[src/rtl/core/gpr_instruction_executor_assert.svh]
// Assertion macros shared by the executor RTL; empty when synthesizing.
`ifndef GPR_INSTRUCTION_EXECUTOR_ASSERT_SVH
`define GPR_INSTRUCTION_EXECUTOR_ASSERT_SVH

`ifndef SYNTHESIS

// Clocked check that is switched off while reset is asserted.
`define GPR_ASSERT(NAME, CLK, RSTN, PROP) \
    NAME: assert property (@(posedge CLK) disable iff (!RSTN) PROP) \
        else $error("gpr executor check failed");

// Clocked check that also holds while reset is asserted.
`define GPR_ASSERT_ALWAYS(NAME, CLK, PROP) \
    NAME: assert property (@(posedge CLK) PROP) \
        else $error("gpr executor check failed");

`else

`define GPR_ASSERT(NAME, CLK, RSTN, PROP)
`define GPR_ASSERT_ALWAYS(NAME, CLK, PROP)

`endif

`endif

[src/rtl/core/gie_pkg.sv]
// Shared opcodes, constants, helper functions and types of the instruction executor.
package gie_pkg;

    // Opcodes in instruction bits 31:24.
    localparam logic [7:0] OP_ADDI    = 8'd1;
    localparam logic [7:0] OP_B       = 8'd2;
    localparam logic [7:0] OP_BEQZ    = 8'd3;
    localparam logic [7:0] OP_BGE     = 8'd4;
    localparam logic [7:0] OP_BNE     = 8'd5;
    localparam logic [7:0] OP_LA      = 8'd6;
    localparam logic [7:0] OP_LB      = 8'd7;
    localparam logic [7:0] OP_LI      = 8'd8;
    localparam logic [7:0] OP_SUBI    = 8'd9;
    localparam logic [7:0] OP_SYSCALL = 8'd10;

    // Item kinds.
    localparam logic FUNC_EXEC  = 1'b0;
    localparam logic FUNC_STORE = 1'b1;

    // Reported services.
    localparam logic [1:0] SVC_NONE  = 2'd0;
    localparam logic [1:0] SVC_PRINT = 2'd1;
    localparam logic [1:0] SVC_READ  = 2'd2;
    localparam logic [1:0] SVC_END   = 2'd3;

    // Service request codes found in the service register.
    localparam logic [31:0] SYS_PRINT_STR = 32'd4;
    localparam logic [31:0] SYS_READ_STR  = 32'd8;
    localparam logic [31:0] SYS_EXIT      = 32'd10;

    // Registers a system call reads.
    localparam logic [7:0] REG_SVC = 8'd3;
    localparam logic [7:0] REG_ARG = 8'd1;

    // Program counter after reset and the word read outside all segments.
    localparam logic [31:0] RESET_PC     = 32'h0000_1000;
    localparam logic [31:0] OUTSIDE_WORD = 32'h0000_3000;

    typedef logic [3:0] cost_t;

    // Result of the execute stage for one item.
    typedef struct packed {
        logic [31:0] next_pc;
        logic        halt_next;
        logic [1:0]  service;
        logic [31:0] arg;
        logic        wr_en;
        logic [31:0] wr_val;
        logic        is_lb;
        logic [31:0] lb_addr;
        logic        cnt_en;
        cost_t       cost;
    } exec_t;

    // Sign-magnitude immediate: bit 7 sign, bits 5:0 magnitude, bit 6 ignored.
    function automatic logic [31:0] sm_imm(input logic [7:0] field);
        logic [31:0] mag;
        mag = {26'd0, field[5:0]};
        return field[7] ? (32'd0 - mag) : mag;
    endfunction

    // Cycle cost of an opcode; zero marks an unknown opcode.
    function automatic cost_t op_cost(input logic [7:0] op);
        cost_t c;
        unique case (op)
            OP_ADDI:    c = 4'd6;
            OP_B:       c = 4'd4;
            OP_BEQZ:    c = 4'd5;
            OP_BGE:     c = 4'd5;
            OP_BNE:     c = 4'd5;
            OP_LA:      c = 4'd5;
            OP_LB:      c = 4'd6;
            OP_LI:      c = 4'd3;
            OP_SUBI:    c = 4'd6;
            OP_SYSCALL: c = 4'd8;
            default:    c = 4'd0;
        endcase
        return c;
    endfunction

    // First read operand: the left field, or the service register for a system call.
    function automatic logic [7:0] rd_sel_a(input logic [31:0] ins);
        return (ins[31:24] == OP_SYSCALL) ? REG_SVC : ins[23:16];
    endfunction

    // Second read operand: the center field, or the argument register for a system call.
    function automatic logic [7:0] rd_sel_b(input logic [31:0] ins);
        return (ins[31:24] == OP_SYSCALL) ? REG_ARG : ins[15:8];
    endfunction

endpackage

[src/rtl/core/gie_exec.sv]
// Execute unit: decodes one instruction and computes pc, write-back, service and cost.
module gie_exec (
    input  logic          func,
    input  logic [31:0]   ins,
    input  logic [31:0]   pc,
    input  logic          halted,
    input  logic [31:0]   opa,
    input  logic [31:0]   opb,
    output gie_pkg::exec_t res
);

    import gie_pkg::*;

    logic [7:0]  op;
    logic [31:0] imm;
    logic [31:0] pc_inc;
    logic [31:0] pc_br;
    cost_t       cost;

    assign op     = ins[31:24];
    assign imm    = sm_imm(ins[7:0]);
    assign pc_inc = pc + 32'd1;
    assign pc_br  = pc_inc + imm;
    assign cost   = op_cost(op);

    // Decode and execute; store items and a halted core leave the state alone.
    always_comb
    begin
        res.next_pc   = pc;
        res.halt_next = halted;
        res.service   = SVC_NONE;
        res.arg       = 32'd0;
        res.wr_en     = 1'b0;
        res.wr_val    = 32'd0;
        res.is_lb     = 1'b0;
        res.lb_addr   = opb + imm;
        res.cnt_en    = 1'b0;
        res.cost      = cost;

        if (func == FUNC_EXEC && !halted)
        begin
            res.next_pc = pc_inc;
            res.cnt_en  = (cost != 4'd0);
            unique case (op)
                OP_ADDI:
                begin
                    res.wr_en  = 1'b1;
                    res.wr_val = opb + imm;
                end
                OP_B:
                begin
                    res.next_pc = pc_br;
                end
                OP_BEQZ:
                begin
                    if (opa == 32'd0)
                    begin
                        res.next_pc = pc_br;
                    end
                end
                OP_BGE:
                begin
                    if (opa >= opb)
                    begin
                        res.next_pc = pc_br;
                    end
                end
                OP_BNE:
                begin
                    if (opa != opb)
                    begin
                        res.next_pc = pc_br;
                    end
                end
                OP_LA:
                begin
                    res.wr_en  = 1'b1;
                    res.wr_val = {16'd0, ins[15:0]};
                end
                OP_LB:
                begin
                    // The byte itself arrives from data memory one stage later.
                    res.wr_en = 1'b1;
                    res.is_lb = 1'b1;
                end
                OP_LI:
                begin
                    res.wr_en  = 1'b1;
                    res.wr_val = {24'd0, ins[15:8]};
                end
                OP_SUBI:
                begin
                    res.wr_en  = 1'b1;
                    res.wr_val = opb - imm;
                end
                OP_SYSCALL:
                begin
                    // Operand a holds the service register, operand b the argument register.
                    res.arg = opb;
                    if (opa == SYS_PRINT_STR)
                    begin
                        res.service = SVC_PRINT;
                    end
                    else if (opa == SYS_READ_STR)
                    begin
                        res.service = SVC_READ;
                    end
                    else if (opa == SYS_EXIT)
                    begin
                        res.service   = SVC_END;
                        res.halt_next = 1'b1;
                    end
                    else
                    begin
                        res.halt_next = 1'b1;
                    end
                end
                default:
                begin
                    // Unknown opcode halts; the counters stay as they are.
                    res.halt_next = 1'b1;
                end
            endcase
        end
    end

endmodule

[config.mk]
export PLATFORM = sky130hd
export DESIGN_NAME = gie_exec
export DESIGN_NICKNAME = d
export VERILOG_FILES = /design/src/rtl/core/gpr_instruction_executor_assert.svh /design/src/rtl/core/gie_pkg.sv /design/src/rtl/core/gie_exec.sv
export SDC_FILE = /design/constraint.sdc
export NUM_CORES = 1
export LEC_CHECK = 0
export BUFFER_PORTS_ARGS = -buffer_cell sky130_fd_sc_hd__buf_4
export CAP_MARGIN = 20
export CORE_MARGIN = 4
export CORE_UTILIZATION = 49
export DETAILED_ROUTE_END_ITERATION = 16
export PLACE_DENSITY = 0.81
export SLEW_MARGIN = 15
export SYNTH_ARGS = -nofsm -noshare
export SYNTH_HDL_FRONTEND = slang
export SYNTH_SLANG_ARGS = --single-unit
[constraint.sdc]
create_clock -name vclk -period 6.1
set_input_delay 0.305 -clock vclk [all_inputs]
set_output_delay 0.305 -clock vclk [all_outputs]
set_load 0.01 [all_outputs]
==> impl_metrics.csv, run 1 <==
group,metric,value,unit
pwr,vdd_ir_drop_max,0.06272,mV
critical_path,worstPathRequired,5.79,ns
logic_synthesis,netlist.area_leader.share,19.95,%
worst_hold_path,hold_depth,3,
layout,clock_buffers,0,
timing,drv_slew,0,
pwr,clockPowerShare,0,%
floorplanning,die_w,138.0,microns
clock_tree,cts_setup_buffers,0,
timing,fin_tns_setup,0,ns
layout,fillers,1625,
layout,drive_gt1_share,22.15,%
grt,grt_pass1_wl,48.18,mm
timing,worst_pin_slew,0.9071,ns
timing,worst_slack,0.8256,ns
critical_path,crit_type,"input port to output pin",
pwr,leakagePower,4.954,nW
floorplanning,start_util,49.92,%
timing,period_needed,5.274,ns
place,place_hpwl,25.14,mm
timing,fin_crit_sh,86.47,%
logic_synthesis,synth_nets,1507,
floorplanning,core_area,16580,sq um
logic_synthesis,synth_area,8278,sq um
place,preCtsSetupSlack,0.9248,ns
layout,regArea,0,sq um
routing,first_pass_iters,6,
grt,grt_max_degree,56,
layout,final_util,62.62,%
pwr,pwr-share-comb,100.0,%
layout,antennaDiodeCount,0,
critical_path,cp-start-kind,"input port",
routing,avgViaCountPerCell,6.229,
routing,ant_nets,0,
timing,fmax,189.6,MHz
pwr,internal_power,0.4272,mW
grt,grt_usage,30.84,%
routing,post-route-drc-count,0,
pwr,pwr-share-seq,0,%
grt,grt_pass1_vias,9686,
worst_hold_path,hold_end,"res[137]",
layout,nets,1716,
routing,routed_wl,31.20,mm
pwr,powerDensity,94.00,nW/um^2
logic_synthesis,ys_seq_area_share,0,%
timing,holdWs,0.8783,ns
worst_hold_path,hp-start,"pc[31]",
logic_synthesis,synth_cell_types,87,
pwr,switchingPower,0.5489,mW
place,numPortBuffers,260,
layout,final_cell_area,10380,sq um
timing,rsz0062_at_grt,"no",
timing,slew_headroom,38.97,%
grt,antenna_found_initial,0,
routing,drt-initial-drc-count,1052,
floorplanning,dieHeight,138.0,microns
critical_path,crit_arrival,4.97,ns
layout,area_delta_synth_final,25.44,%
logic_synthesis,synth.avg_cell_area,6.665,sq um
grt,grt-ovfl-total,0,
floorplanning,dieArea,19040,sq um
logic_synthesis,synth_top_area_cell,"ha_1",
critical_path,cp_max_fo,28,
critical_path,cp-end-kind,"output pin",
routing,wire_per_inst,18.70,microns
critical_path,timing.critical_path.from,"ins[0]",
place,gp_congestion,0.9567,
place,dpl_cell_area,10380,sq um
logic_synthesis,synth_warnings,0,
flow_run,maxCapViolations,0,
timing,timing.final.hold_violations,0,
logic_synthesis,syn-instance-count,1242,
worst_hold_path,holdCritPathClass,"input port to output pin",
pwr,power,0.9761,mW
logic_synthesis,synthTopCellsByArea,"ha_1 20%, xnor2_1 7.9%, a21oi_1 7.8%",
layout,multi_input_area,7691,sq um
layout,design.seq.count,0,
timing,setup_violations,0,
place,placedCellCount,1668,
status,status,"finished clean",
routing,vias,10400,
clock_tree,cts_resized,0,
floorplanning,num_rows,47,
layout,fin_cells,1669,
pwr,switching_share,56.23,%
clock_tree,ctsHoldBuffers,0,
floorplanning,num_io_pins,268,
-- power by group through the flow --
stage	Sequential [mW]	Combinational (mW)	Clock, mW
6_report	0	0.976	0
3_5_place_dp	0	0.958	0
2_1_floorplan	0	0.611	0
3_3_place_gp	0	0.942	0
5_1_grt	0	1.06	0
4_1_cts	0	0.963	0
-- cells by family (layout without fill, tap and decap cells) --
logic type	Yosys count	in the layout	synth area share, %
buffers and inverters	162	369	7.482
AOI/OAI and AO/OA	410	410	32.75
and+or+nand+nor	420	420	26.22
xor gates and xnor gates	107	107	11.83
muxes	8	8	1.028
adders and majority gates	135	135	20.68
-- worst max-delay path by stage --
stage,to,cells past startpoint
floorplan,res[67],17
global placement,res[69],19
detailed placement,res[69],19
CTS,res[69],19
global route,res[69],19
finish,res[69],19
-- cells in the mapped netlist, types with 6 or more instances --
cell type    n
ha_1       132
a21oi_1    129
nor2_1     111
inv_1       91
nand2_1     75
xnor2_1     75
o21ai_0     61
clkbuf_1    60
and3_1      44
a21o_1      39
nand3_1     38
nand4_1     29
xor2_1      28
nor3_1      26
o21bai_1    24
a31oi_1     19
and2_1      16
nand2b_1    16
nor4_1      13
a211oi_1    12
a22oi_1     11
or3_1       11
nor2b_1     10
o21ai_1     10
a221oi_1     9
o31ai_1      9
o21a_1       8
o22ai_1      8
o211ai_1     7
a222oi_1     6
buf_2        6
or2_2        6
or4_1        6
-- area by class of cell --
class                      count  share of cell area (%)
timing repair buffer         275                   19.88
tap                          220                   2.651
multi-input combinational   1080                   74.07
inverter                      94                   3.398
-- critical path: stages --
cell and delay, ns:
buf_4 0.14, inv_1 0.06, ha_1 0.14, or3b_4 0.39, o31ai_4 0.19, buf_4 0.40, ha_1 0.41, a21o_1 0.22
a21o_1 0.18, a21oi_1 0.23, o21ai_0 0.13, a21oi_1 0.30, o21a_1 0.25, o31ai_1 0.12, a2111oi_0 0.63, nor2_1 0.15
o41a_1 0.40, o32ai_1 0.13, buf_4 0.19
-- metal layers --
layer | part of all wire [%] | track usage [%] | wire length (microns)
met5 | 0 | 0 | 0
met4 | 4.2 | 11.64 | 1304
met3 | 8.5 | 3.302 | 2647
met2 | 47 | 52.25 | 14530
met1 | 41 | 40.28 | 12720
-- cell usage in the layout (no fill, tap or decap), types with 28 or more instances in the layout --
cell type	netlist	routed
xor2_1	28	28
buf_4	1	274
a21oi_1	129	129
nor2_1	111	110
a21o_1	39	39
o21ai_0	61	61
nand4_1	29	29
ha_1	132	132
and3_1	44	43
xnor2_1	75	75
nand3_1	38	38
nand2_1	75	75
inv_1	91	91
No activity file was read; power rests on OpenSTA's default activity.
==> run 2: changes to the inputs <==
Settings changed: BUFFER_PORTS_ARGS -buffer_cell sky130_fd_sc_hd__buf_4 to -buffer_cell sky130_fd_sc_hd__clkbuf_2.
==> run 2 against run 1 <==
  * Setup slack got worse by 0.057 ns
  * Routed wire length decreased by 2.5%
  * Total power decreased by 6.8%
  * Critical path type unchanged
  * Clock-buffer cell count unchanged
  * Critical endpoint unchanged
  * Cell count about the same
  * Combinational power decreased by 6.9%
  * Non-clock buffer count increased by 1
  * First-iteration DRC count decreased by 9.4%
==> impl_metrics.csv, run 2 (synthesis results as in run 1) <==
group,metric,value,unit
status,status,"finished clean",
clock_tree,cts_resized,0,
floorplanning,die_w,138.0,microns
grt,grt_pass1_wl,47.25,mm
timing,fmax,187.6,MHz
critical_path,path_delay_family,"compound AO/OA/AOI/OAI gates",
timing,slew_headroom,24.90,%
timing,timing.final.hold_violations,0,
routing,wire_per_inst,18.22,microns
layout,design.seq.count,0,
routing,first_pass_iters,7,
grt,antenna_found_initial,0,
grt,grt_usage,30.24,%
critical_path,cp-start-kind,"input port",
clock_tree,cts_setup_buffers,0,
pwr,powerDensity,93.30,nW/um^2
worst_hold_path,holdCritPathClass,"input port to output pin",
layout,final_cell_area,9748,sq um
critical_path,timing.critical_path.from,"ins[0]",
critical_path,path_cells,"clkbuf_2, inv_1, ha_1, or3b_4, o31ai_4, buf_4, ha_1, a21o_1, a21o_1, a21oi_1, o21ai_0, a21oi_1, o21a_1, o31ai_1, a2111oi_0, nor2_1, o41a_1, o32ai_1, clkbuf_2",
place,numPortBuffers,260,
critical_path,cp-end-kind,"output pin",
critical_path,worstPathRequired,5.79,ns
pwr,power,0.9095,mW
floorplanning,dieHeight,138.0,microns
floorplanning,core_area,16580,sq um
critical_path,crit_arrival,5.03,ns
layout,drive_gt1_share,22.21,%
critical_path,crit_end,"res[69]",
pwr,leakagePower,4.783,nW
timing,rsz0062_at_grt,"no",
place,dpl_cell_area,9732,sq um
flow_run,maxCapViolations,0,
floorplanning,start_util,49.92,%
layout,antennaDiodeCount,0,
routing,routed_wl,30.42,mm
floorplanning,dieArea,19040,sq um
layout,final_util,58.78,%
layout,regArea,0,sq um
floorplanning,num_rows,47,
timing,period_needed,5.332,ns
timing,fin_crit_sh,87.41,%
layout,final_cell_mix,"260 x clkbuf_2, 132 x ha_1, 129 x a21oi_1",
layout,area_delta_synth_final,17.76,%
routing,avgViaCountPerCell,6.195,
layout,clock_buffers,0,
pwr,vdd_ir_drop_max,0.05922,mV
critical_path,slowest_stage,"a2111oi_0",
grt,grt_max_degree,77,
floorplanning,num_io_pins,268,
layout,final_common_cell,"clkbuf_2",
routing,post-route-drc-count,0,
critical_path,crit_type,"input port to output pin",
timing,drv_slew,0,
layout,nets,1717,
timing,fin_tns_setup,0,ns
clock_tree,ctsHoldBuffers,0,
grt,grt-ovfl-total,0,
critical_path,worst-path-buf-inv,4,
place,place_hpwl,24.56,mm
routing,ant_nets,0,
timing,setup_violations,0,
timing,worst_pin_slew,1.124,ns
place,gp_congestion,0.9663,
critical_path,cp_max_fo,10,
critical_path,cp.depth,19,
routing,drt-initial-drc-count,953,
routing,vias,10350,
critical_path,worst_path_largest_cell_delay,0.63,ns
grt,grt_pass1_vias,9326,
-- run 2: per-layer routing --
layer	vias to the layer above	routed length (microns)	global-route usage [%]
met5	-	0	0
met4	0	1280	10.21
met3	77	2372	2.141
met2	510	14110	52.25
met1	4775	12660	39.79
li1	4984	-	-
-- run 2: how the worst min path moves through the flow --
stage / to / startpoint / cells after the start / slack [ns]
global placement: res[137] / pc[31] / 3 / 0.87
CTS: res[137] / pc[31] / 3 / 0.87
finish: res[137] / pc[31] / 3 / 0.87
detailed placement: res[137] / pc[31] / 3 / 0.87
floorplan: res[137] / pc[31] / 1 / 0.69
global route: res[137] / pc[31] / 3 / 0.90
-- run 2: final cells by class --
cell class / count / area [sq um]
fillers: 1645 / 6835
inverters: 94 / 352.8
multi-input cells: 1080 / 7691
well taps: 220 / 275.3
repair buffers: 276 / 1429
-- run 2: tightest hold or removal path, delay by kind of cell --
family / cells / cell delay (ns)
buf+inv: 2 / 0.20
xor+xnor: 1 / 0.06
-- run 2: per-stage QoR --
step	worst slack (ns)	hold slack, ns	std cells
2_1_floorplan	0.05318	0.6901	1242
3_3_place_gp	1.028	0.8690	1669
3_5_place_dp	0.9300	0.8684	1669
4_1_cts	0.8898	0.8692	1669
5_1_grt	0.5784	0.8980	1670
6_report	0.7681	0.8695	1670
-- run 2: report_power, final --
part / switching [mW] / internal (mW) / leakage (nW) / total (mW)
clock network: 0 / 0 / 0 / 0
logic: 0.544 / 0.366 / 4.78 / 0.909
registers: 0 / 0 / 0 / 0
