`src/rtl/core/gpr_instruction_executor_assert.svh`:
```
// Assertion macros shared by the executor RTL; empty when synthesizing.
`ifndef GPR_INSTRUCTION_EXECUTOR_ASSERT_SVH
`define GPR_INSTRUCTION_EXECUTOR_ASSERT_SVH

`ifndef SYNTHESIS

// Clocked check that is switched off while reset is asserted.
`define GPR_ASSERT(NAME, CLK, RSTN, PROP) \
    NAME: assert property (@(posedge CLK) disable iff (!RSTN) PROP) \
        else $error("gpr executor check failed");

// Clocked check that also holds while reset is asserted.
`define GPR_ASSERT_ALWAYS(NAME, CLK, PROP) \
    NAME: assert property (@(posedge CLK) PROP) \
        else $error("gpr executor check failed");

`else

`define GPR_ASSERT(NAME, CLK, RSTN, PROP)
`define GPR_ASSERT_ALWAYS(NAME, CLK, PROP)

`endif

`endif

```
`src/rtl/core/gie_ram.sv`:
```
// Generic single-port-write, single-port-read RAM with a registered read.
module gie_ram #(
    parameter int WIDTH = 32,
    parameter int DEPTH = 32
) (
    input  logic                     clk,
    input  logic                     we,
    input  logic [$clog2(DEPTH)-1:0] waddr,
    input  logic [WIDTH-1:0]         wdata,
    input  logic                     re,
    input  logic [$clog2(DEPTH)-1:0] raddr,
    output logic [WIDTH-1:0]         rdata
);

    logic [WIDTH-1:0] mem_reg [DEPTH];
    logic [WIDTH-1:0] rdata_reg;

    // Write port and read-first registered read port.
    always_ff @(posedge clk)
    begin
        if (we)
        begin
            mem_reg[waddr] <= wdata;
        end
        if (re)
        begin
            rdata_reg <= mem_reg[raddr];
        end
    end

    assign rdata = rdata_reg;

endmodule

```
`config.mk`:
```
export PLATFORM = sky130hd
export DESIGN_NAME = gie_ram
export DESIGN_NICKNAME = d
export VERILOG_FILES = /design/src/rtl/core/gpr_instruction_executor_assert.svh /design/src/rtl/core/gie_ram.sv
export SDC_FILE = /design/constraint.sdc
export NUM_CORES = 1
export LEC_CHECK = 0
export BUFFER_PORTS_ARGS = -buffer_cell sky130_fd_sc_hd__buf_2
export CAP_MARGIN = 0
export CORE_MARGIN = 5
export CORE_UTILIZATION = 50
export CTS_CLUSTER_SIZE = 30
export DETAILED_ROUTE_END_ITERATION = 10
export GPL_TIMING_DRIVEN = 0
export HOLD_SLACK_MARGIN = 0.05
export PLACE_DENSITY_LB_ADDON = 0.05
export SYNTH_ARGS = -nofsm -noshare
export SYNTH_HDL_FRONTEND = slang
export SYNTH_SLANG_ARGS = --single-unit
```
`constraint.sdc`:
```
create_clock -name clk -period 3 [get_ports clk]
set_input_delay 0.3 -clock clk [delete_from_list [all_inputs] [get_ports clk]]
set_output_delay 0.3 -clock clk [all_outputs]
set_load 0.02 [all_outputs]
```
==> reports/metrics.cfg, run 1 <==
[status]
run_status = finished, final reports clean

[synthesis]
synth-edff-count = 1056
avg_inst_size_synth_um2 = 18.1
synth.most_common_cell = edfxtp_1
synthTopCellsByArea = edfxtp_1 78%, mux2i_1 13%, a22oi_1 1.8%, a22o_1 1.4%, nand3_1 1.2%
synth_simple_gate_area_share_pct = 3.08
share_of_the_synthesized_area_in_compound_gates_ao_oa_aoi_oai_pct = 4.81
synthMuxAreaShare_pct = 12.6
postSynth.topFlopCell = edfxtp_1
largest_family_of_logic_cells_by_synthesized_area = multiplexers
synth.top_cells.by_count = 1056 x edfxtp_1, 512 x mux2i_1, 98 x nand2_1, 98 x nand3_1
synth_cells = 2260
post_synth_fa_ha_maj_area_fraction_pct = 0
syn_nets = 2305
synthArstFlopShare_pct = 0
yosys_warnings = 0
post_synth_xor_area_fraction_pct = 0
synth_top_cell_area_share_pct = 77.7
synth.cell_area_um2 = 40800
synth_top_area_cell = edfxtp_1
synth_seq_cells = 1056
ys_seq_area_share_pct = 77.7
ys_types = 24

[min_path]
worst_hold_path.endpoint = mem_reg[6][13]
min_delay_path_depth = 1
hp-class = primary input to flop
hold_start = wdata[13]

[timing]
clock_skew_ps = 27.9
tightest_slew_ps = 1070
final_max_slew_viol_count = 0
hold_slack_ps = 183
setup_viol = 0
period_needed_ps = 2310
post-route-period-util_pct = 77.2
fmax_mhz = 432
finalHoldViolCount = 0
unrepaired_setup_endpoints_after_global_routing = false
slew-limit-headroom_pct = 28.4

[worst_setup_path]
worstSetupPathType = primary input to flop
reg2reg_slack_ps = 1020
timing.critical_path.to_type = flop
regToRegEndpoint = rdata[13]
critical_path_arrival_ps = 2620
worstPathRequired_ps = 3310
r2r-start = mem_reg[7][13]
timing.critical_path.from_type = primary input
worst-path-max-fanout = 10
timing.reg2reg.worst_path_depth = 5
critPathLaunch = raddr[2]

[clock_network]
clk_latency_ps = 670
tritoncts.num_buffers = 106
htree_num_levels = 3
post_cts_sizing_count = 0
clkTransAtPathRegs_ps = 60
cts_root_buffer = clkbuf_16
clk_path_buf_depth = 3
numClockSinks = 1056
clock_tree_from_tritoncts = done
post_cts.repair.setup_buffers = 0
hold_buffers = 0

[grt]
grt_pass1_wl_mm = 145
gr_util_all_layers_pct = 22.9
grt_remaining_overflow = 0
initial_antenna_violation_count = 2
grt_start_max_net_pins = 33
first_global_vias = 21500

[floorplanning]
floorplan.io_pins = 77
initial_util_pct = 50.6
dieWidth_um = 296
floorplan.die.height_um = 296
dieArea_um2 = 87400
fp-row-count = 104
placeableCoreArea_um2 = 80700

[cells_and_area]
final_nets = 2520
fill_cells = 6225
final_cells = 3617
regArea_um2 = 31700
layout-drive-gt1-share_pct = 13.9
area.growth.synth_to_final_pct = 14.4
multiInputGateArea_um2 = 8580
largest_register_ff_count = 1024

[power_and_ir_drop]
power.leakage_nw = 16.2
powerDensity_nw_per_um2 = 656
power.ir.vdd_worst_v = 0.000416

[detailed_routing]
drt-pass1-iter-count = 7
route.vias.total = 21100
drtAntennaViolNets = 0
post_route_wl_mm = 100
drt_first_iter_violations = 1880
drc_violation_count_after_routing = 0
wl_per_cell_um = 27.8
detail_route.vias_per_cell = 5.83

[placed_design]
gpl.final_weighted_congestion = 0.802
io_buffers = 75
place.detailed.hpwl_mm = 65.7
dpl.cell_count = 3427

[run]
max_cap_violations = 0

==> worst max path at each step <==
stage	endpoint	slack, ps	cells after the start
6_report	rdata[13]	690	7
5_1_grt	rdata[11]	620	8
4_1_cts	rdata[11]	740	8
3_5_place_dp	rdata[11]	60	8
3_3_place_gp	mem_reg[16][16]	-1660	4
2_1_floorplan	mem_reg[12][0]	270	3
==> kinds of logic (layout without fill, tap and decap cells) <==
group,count (synthesis),count (layout)
AO/OA/AOI/OAI,288,288
buffers and inverters,127,423
flip-flops,1056,1056
multiplexers,512,512
other,0,1
AND/OR/NAND/NOR,277,277
==> area by class of cell <==
| cell class | instances | share of cell area (%) |
|---|---|---|
| antenna | 1 | 0.00536 |
| buffer | 127 | 1.61 |
| clock buffer | 133 | 6.04 |
| clock inverter | 56 | 0.874 |
| multi-input combinational | 1077 | 18.4 |
| sequential | 1056 | 68.0 |
| tap | 1060 | 2.84 |
| timing repair buffer | 107 | 2.27 |
==> routing by layer <==
metal  up-vias  wire (um)  share of wire (%)  GRT usage [%]
li1       9442          -                  -              -
met1     10900      42400                 42           31.8
met2       594      50000                 50           38.6
met3       136       5880                5.9           3.33
met4         0       2190                2.2           6.14
met5         -          0                  0              0
==> report_power, final <==
part | switching, W | internal, W | total (W)
logic | 0.00118 | 0.000516 | 0.00170
clock network | 0.00527 | 0.00710 | 0.0124
registers | 0.0000457 | 0.0165 | 0.0165
total | 0.00650 | 0.0241 | 0.0306
==> through the flow <==
| step | utilization [%] | cell area, um^2 | worst slack, ps | TNS [ps] | power, W |
|---|---|---|---|---|---|
| 4_1_cts | 57.8 | 46700 | 744 | 0 | 0.0309 |
| 6_report | 57.8 | 46700 | 685 | 0 | 0.0306 |
| 5_1_grt | 57.8 | 46700 | 616 | 0 | 0.0316 |
| 3_5_place_dp | 53.8 | 43400 | 57.0 | 0 | 0.0185 |
| 3_3_place_gp | 52.7 | 42500 | -1660 | -1189980 | 0.0185 |
| 2_1_floorplan | - | 40800 | 266 | 0 | 0.0177 |
==> layout by cell type (no fill, tap or decap), types with 64 or more instances in the layout <==
| cell | instances |
|---|---|
| edfxtp_1 | 1056 |
| mux2i_1 | 512 |
| a22o_1 | 64 |
| buf_2 | 101 |
| clkbuf_16 | 109 |
| a22oi_1 | 96 |
| a21oi_1 | 96 |
| nand3_1 | 98 |
| clkbuf_1 | 70 |
| nand2_1 | 98 |
==> critical path, stage by stage <==
cell and delay [ps]:
buf_2 140, and2b_1 210, buf_4 240, clkbuf_1 570, a22oi_1 220, a31oi_1 600, nand3_1 320
Note: power is estimated with default switching activity, not from simulation.
==> inputs of run 2 (changes only) <==
- clock period: 3 -> 2.3 ns (I/O delays scaled with it)
==> run 2 against run 1 <==
Global-route usage down 0.13 points. First-iteration DRC count shrank 6.2%. Hold slack lost 73 ps. Total power grew 29%.
==> reports/metrics.cfg, run 2 (same netlist as run 1, synthesis figures left out) <==
[min_path]
hold_start = wdata[14]
hp-class = primary input to flop

[power_and_ir_drop]
powerDensity_nw_per_um2 = 850  ; +30%
intPower_w = 0.0311  ; +29%
power_frac_clock_pct = 40.0  ; -0.5 points
combPwrFrac_pct = 5.6  ; about the same
p_sw_w = 0.00847  ; +30%
swShare_pct = 21.4  ; +0.15 points
total_power_draw_w = 0.0396  ; +29%
power.ir.vdd_worst_v = 0.000634  ; +53%
seqPwrFrac_pct = 54.4  ; +0.4 points
power.leakage_nw = 16.2  ; about the same

[cells_and_area]
mostFrequentLayoutCells = 1056 x edfxtp_1, 512 x mux2i_1, 109 x clkbuf_16, 101 x buf_2
largest_register_ff_count = 1024  ; unchanged
layout.cells.most_common = edfxtp_1
area.growth.synth_to_final_pct = 14.2
final_core_area_utilization_pct = 57.8  ; -0.077 points
layout-drive-gt1-share_pct = 14.1  ; +0.21 points
fill_cells = 6127  ; -1.6%
final_cells = 3621  ; +0.11%
final_nets = 2521  ; +0.040%

[timing]
tightest_slew_ps = 1110  ; +33.7 ps
fmax_mhz = 453
setup_viol = 0  ; unchanged
slew-limit-headroom_pct = 26.2  ; -2.2 points
finalHoldViolCount = 0  ; unchanged
totalNegativeSetupSlack_ps = 0  ; unchanged
period_needed_ps = 2210
clock_skew_ps = 17.6  ; -10.3 ps
final_max_slew_viol_count = 0  ; unchanged
unrepaired_setup_endpoints_after_global_routing = false
post-route-period-util_pct = 96.0

[floorplanning]
dieWidth_um = 296  ; unchanged
floorplan.die.height_um = 296  ; unchanged
dieArea_um2 = 87400  ; unchanged
floorplan.io_pins = 77  ; unchanged
placeableCoreArea_um2 = 80700  ; unchanged
fp-row-count = 104  ; unchanged
initial_util_pct = 50.6  ; unchanged

[status]
run_status = finished, final reports clean

[detailed_routing]
detail_route.vias_per_cell = 5.81  ; -0.41%
drc_violation_count_after_routing = 0  ; unchanged
top_layer_used = met4
post_route_wl_mm = 100  ; -0.42%
met2_length_mm = 48.9  ; -2.2%
wirelength_met1_mm = 42.8  ; +0.90%
drt_first_iter_violations = 1763  ; -6.2%
route.vias.total = 21000  ; -0.30%
wl_met3_mm = 6.41  ; +9.0%
drtAntennaViolNets = 0  ; unchanged
wl_per_cell_um = 27.6  ; -0.53%
drt-pass1-iter-count = 5  ; -2

[clock_network]
htree_num_levels = 3  ; unchanged
hold_buffers = 0  ; unchanged
clk_latency_ps = 650  ; -20 ps
tritoncts.num_buffers = 107  ; +0.94%
numClockSinks = 1056  ; unchanged
clkTransAtPathRegs_ps = 60  ; about the same
cts_root_buffer = clkbuf_16
clock_tree_from_tritoncts = done
clk_path_buf_depth = 3  ; unchanged

[worst_setup_path]
timing.reg2reg.worst_path_depth = 5  ; unchanged
timing.critical_path.to = rdata[13]
worst-path-max-fanout = 10  ; unchanged
critical_path_arrival_ps = 2530  ; -90 ps
critPathLaunch = raddr[2]
worstSetupPathType = primary input to flop
timing.critical_path.to_type = flop
worstPathRequired_ps = 2620  ; -690 ps
reg2reg_slack_ps = 420  ; -600 ps
regToRegEndpoint = rdata[13]
r2r-start = mem_reg[7][13]
timing.critical_path.from_type = primary input

[placed_design]
io_buffers = 75  ; unchanged
place.detailed.hpwl_mm = 64.6  ; -1.6%
gpl.final_weighted_congestion = 0.788  ; -1.7%
dpl.cell_count = 3427  ; unchanged

[grt]
first_global_vias = 21200  ; -1.5%
gr_util_all_layers_pct = 22.8  ; -0.13 points
grt_remaining_overflow = 0  ; unchanged
grt_pass1_wl_mm = 144  ; -1.0%
initial_antenna_violation_count = 0  ; -2
grt_start_max_net_pins = 33  ; unchanged

[run]
max_cap_violations = 0  ; unchanged

[run 2: cell type report]
type,count,area [um^2],area share [%]
diodes,1,2.50,0.00537
plain buffers,127,754,1.62
clock buffers,137,2830,6.08
clock inverters,56,332,0.712
multi-input cells,1077,8590,18.4
flip-flops and latches,1056,31700,68.1
well taps,1060,1330,2.85
repair buffers,107,1050,2.24
[run 2: layer usage]
metal  up-vias  global-route usage, %
met4         0                   5.51
li1       9460                      -
met1     10800                   31.9
met5         -                      0
met3       132                   3.89
met2       621                   38.0
[run 2: power groups by stage]
stage,Combinational (W),Clock (W),Sequential [W]
3_5_place_dp,0.00223,0,0.0219
2_1_floorplan,0.00111,0,0.0220
3_3_place_gp,0.00214,0,0.0219
6_report,0.00222,0.0158,0.0215
5_1_grt,0.00237,0.0170,0.0216
4_1_cts,0.00224,0.0161,0.0215
[run 2: timing repair]
action	4_1_cts	5_1_grt
resized for setup	0	4
endpoints found under the setup margin	0	3
buffers inserted	0	0
[run 2: critical path, cell delays in order]
cell	delay, ps
buf_2	130
and2b_1	200
buf_4	230
clkbuf_1	600
a22oi_1	240
a31oi_1	570
nand3_1	310
[run 2: how the worst min path moves through the flow]
stage                            to  slack (ps)  depth (start not counted)
global placement           rdata[8]         680                          1
CTS                  mem_reg[0][13]          70                          1
finish               mem_reg[4][14]         110                          1
detailed placement         rdata[7]         670                          1
global route        mem_reg[29][26]         120                          1
floorplan             mem_reg[0][0]         330                          0
[run 2: stage by stage]
stage	worst slack, ps	hold WS [ps]	instance area, um^2
floorplan	-364	329	40800
global placement	-2240	676	42500
detailed placement	-557	675	43400
CTS	149	69.6	46600
global route	18.4	117	46600
finish	90.9	109	46600
==> inputs of run 3 (changes only) <==
- RECOVER_POWER: unset -> 25
==> run 3 against run 2 <==
The flow now finishes with violations (capacitance limit, slew limit). Final cell count about the same. Clock skew hardly changed. Sequential share of layout area about the same. Register-to-register slack lost 60 ps. Flip-flop and latch count is the same. Sequential power is essentially flat.
==> reports/metrics.cfg, run 3 (same netlist as run 1, synthesis figures left out) <==
[floorplanning]
placeableCoreArea_um2 = 80700  ; unchanged
floorplan.io_pins = 77  ; unchanged
dieWidth_um = 296  ; unchanged
fp-row-count = 104  ; unchanged
dieArea_um2 = 87400  ; unchanged
initial_util_pct = 50.6  ; unchanged
floorplan.die.height_um = 296  ; unchanged

[cells_and_area]
fill_cells = 6133  ; +0.098%
final_nets = 2521  ; unchanged
area.growth.synth_to_final_pct = 14.2  ; about the same
stdcell_area_um2 = 46600  ; about the same
largest_register_ff_count = 1024  ; unchanged
layout.cells.most_common = edfxtp_1
mostFrequentLayoutCells = 1056 x edfxtp_1, 512 x mux2i_1, 109 x clkbuf_16, 98 x nand2_1, 98 x nand3_1
layout-drive-gt1-share_pct = 13.4  ; -0.78 points

[detailed_routing]
wl_per_cell_um = 27.6  ; about the same
route.vias.total = 21000  ; -0.10%
drc_violation_count_after_routing = 0  ; unchanged
drt_first_iter_violations = 1899  ; +7.7%
drtAntennaViolNets = 0  ; unchanged
detail_route.vias_per_cell = 5.80  ; -0.19%
drt-pass1-iter-count = 5  ; unchanged
post_route_wl_mm = 100  ; +0.16%

[placed_design]
placement_stage_cell_area_um2 = 43400  ; unchanged
io_buffers = 75  ; unchanged
preCtsSetupSlack_ps = -557  ; unchanged
gpl.final_weighted_congestion = 0.788  ; unchanged
place.detailed.hpwl_mm = 64.6  ; unchanged

[timing]
totalNegativeSetupSlack_ps = 0  ; unchanged
tightest_slew_ps = 1700  ; +593 ps
period_needed_ps = 2250  ; +45.1 ps
clock_skew_ps = 17.8  ; +0.114 ps
post-route-period-util_pct = 98.0  ; +2.0 points
fmax_mhz = 444  ; -2.0%
slew-limit-headroom_pct = -13.4  ; -40 points
setup_viol = 0  ; unchanged
finalHoldViolCount = 0  ; unchanged
final_critical_path_setup_slack_ps = 45.8  ; -45.1 ps
unrepaired_setup_endpoints_after_global_routing = false
final_max_slew_viol_count = 232  ; +232

[worst_setup_path]
regToRegEndpoint = rdata[13]
timing.critical_path.to_type = flop
reg2reg_slack_ps = 360  ; -60 ps
worstSetupPathType = primary input to flop
critical_path_arrival_ps = 2570  ; +40 ps
timing.critical_path.from_type = primary input
timing.reg2reg.worst_path_depth = 5  ; unchanged
r2r-start = mem_reg[7][13]
worstPathRequired_ps = 2610  ; about the same
worst-path-max-fanout = 10  ; unchanged

[clock_network]
clk_path_buf_depth = 3  ; unchanged
post_cts_sizing_count = 0  ; unchanged
cts_root_buffer = clkbuf_16
tritoncts.num_buffers = 107  ; unchanged
clock_tree_from_tritoncts = done
htree_num_levels = 3  ; unchanged
numClockSinks = 1056  ; unchanged
hold_buffers = 0  ; unchanged
post_cts.repair.setup_buffers = 0  ; unchanged
clk_latency_ps = 650  ; about the same
clkTransAtPathRegs_ps = 60  ; about the same

[run]
max_cap_violations = 8  ; +8

[grt]
first_global_vias = 21200  ; unchanged
gr_util_all_layers_pct = 22.8  ; unchanged
grt_pass1_wl_mm = 144  ; unchanged
grt_start_max_net_pins = 33  ; unchanged
grt_remaining_overflow = 0  ; unchanged
initial_antenna_violation_count = 0  ; unchanged

[status]
run_status = complete, but fails checks
failed_checks = capacitance limit, slew limit

[power_and_ir_drop]
power.leakage_nw = 16.1  ; -0.34%
combPwrFrac_pct = 5.6  ; about the same
swShare_pct = 21.4  ; +0.041 points
power.ir.vdd_worst_v = 0.000639  ; +0.66%
p_sw_w = 0.00849  ; +0.26%
power_frac_clock_pct = 40.0  ; about the same
seqPwrFrac_pct = 54.4  ; about the same
powerDensity_nw_per_um2 = 850  ; +0.10%
total_power_draw_w = 0.0396  ; about the same
intPower_w = 0.0311  ; about the same

[min_path]
worst_hold_path.endpoint = mem_reg[8][24]
hp-class = primary input to flop
min_delay_path_depth = 1  ; unchanged
hold_start = wdata[24]

==> run 3: per-stage QoR <==
step | hold WS (ps) | util [%] | cells
after floorplan | 329 | - | 2260
after CTS | 69.6 | 57.7 | 3620
after global placement | 676 | 52.7 | 3395
final | 168 | 57.7 | 3624
after detailed placement | 675 | 53.8 | 3427
after global routing | 173 | 57.7 | 3620
==> run 3: worst max-delay path by stage <==
stage                      endpoint     start
finish                    rdata[13]  raddr[2]
global route              rdata[13]  raddr[2]
CTS                       rdata[13]  raddr[2]
detailed placement        rdata[13]  raddr[2]
global placement    mem_reg[16][16]  waddr[1]
floorplan            mem_reg[12][0]  waddr[1]
==> run 3: worst max-delay path: stages <==
cell and delay, ps:
buf_2 140, and2b_1 210, buf_4 230, clkbuf_1 590
a22oi_1 230, a31oi_1 610, nand3_1 320
==> run 3: layer usage <==
layer	vias up	track usage (%)	wire, um
li1	9460	-	-
met1	10800	31.9	42500
met2	609	38.0	49200
met3	123	3.89	6700
met4	0	5.51	1840
met5	-	0	0
==> run 3: layout make-up <==
type	count	area [um^2]	share of cell area, %
diodes	4	10.0	0.0215
clock inverters	56	332	0.712
multi-input cells	1077	8590	18.5
repair buffers	107	1020	2.19
flip-flops and latches	1056	31700	68.1
clock buffers	137	2830	6.08
well taps	1060	1330	2.85
plain buffers	127	754	1.62
==> run 3: power groups by stage <==
stage          clock (W)  combinational (W)  sequential, W
2_1_floorplan          0            0.00111         0.0220
3_3_place_gp           0            0.00214         0.0219
3_5_place_dp           0            0.00223         0.0219
4_1_cts           0.0161            0.00224         0.0215
5_1_grt           0.0170            0.00237         0.0216
6_report          0.0158            0.00222         0.0216
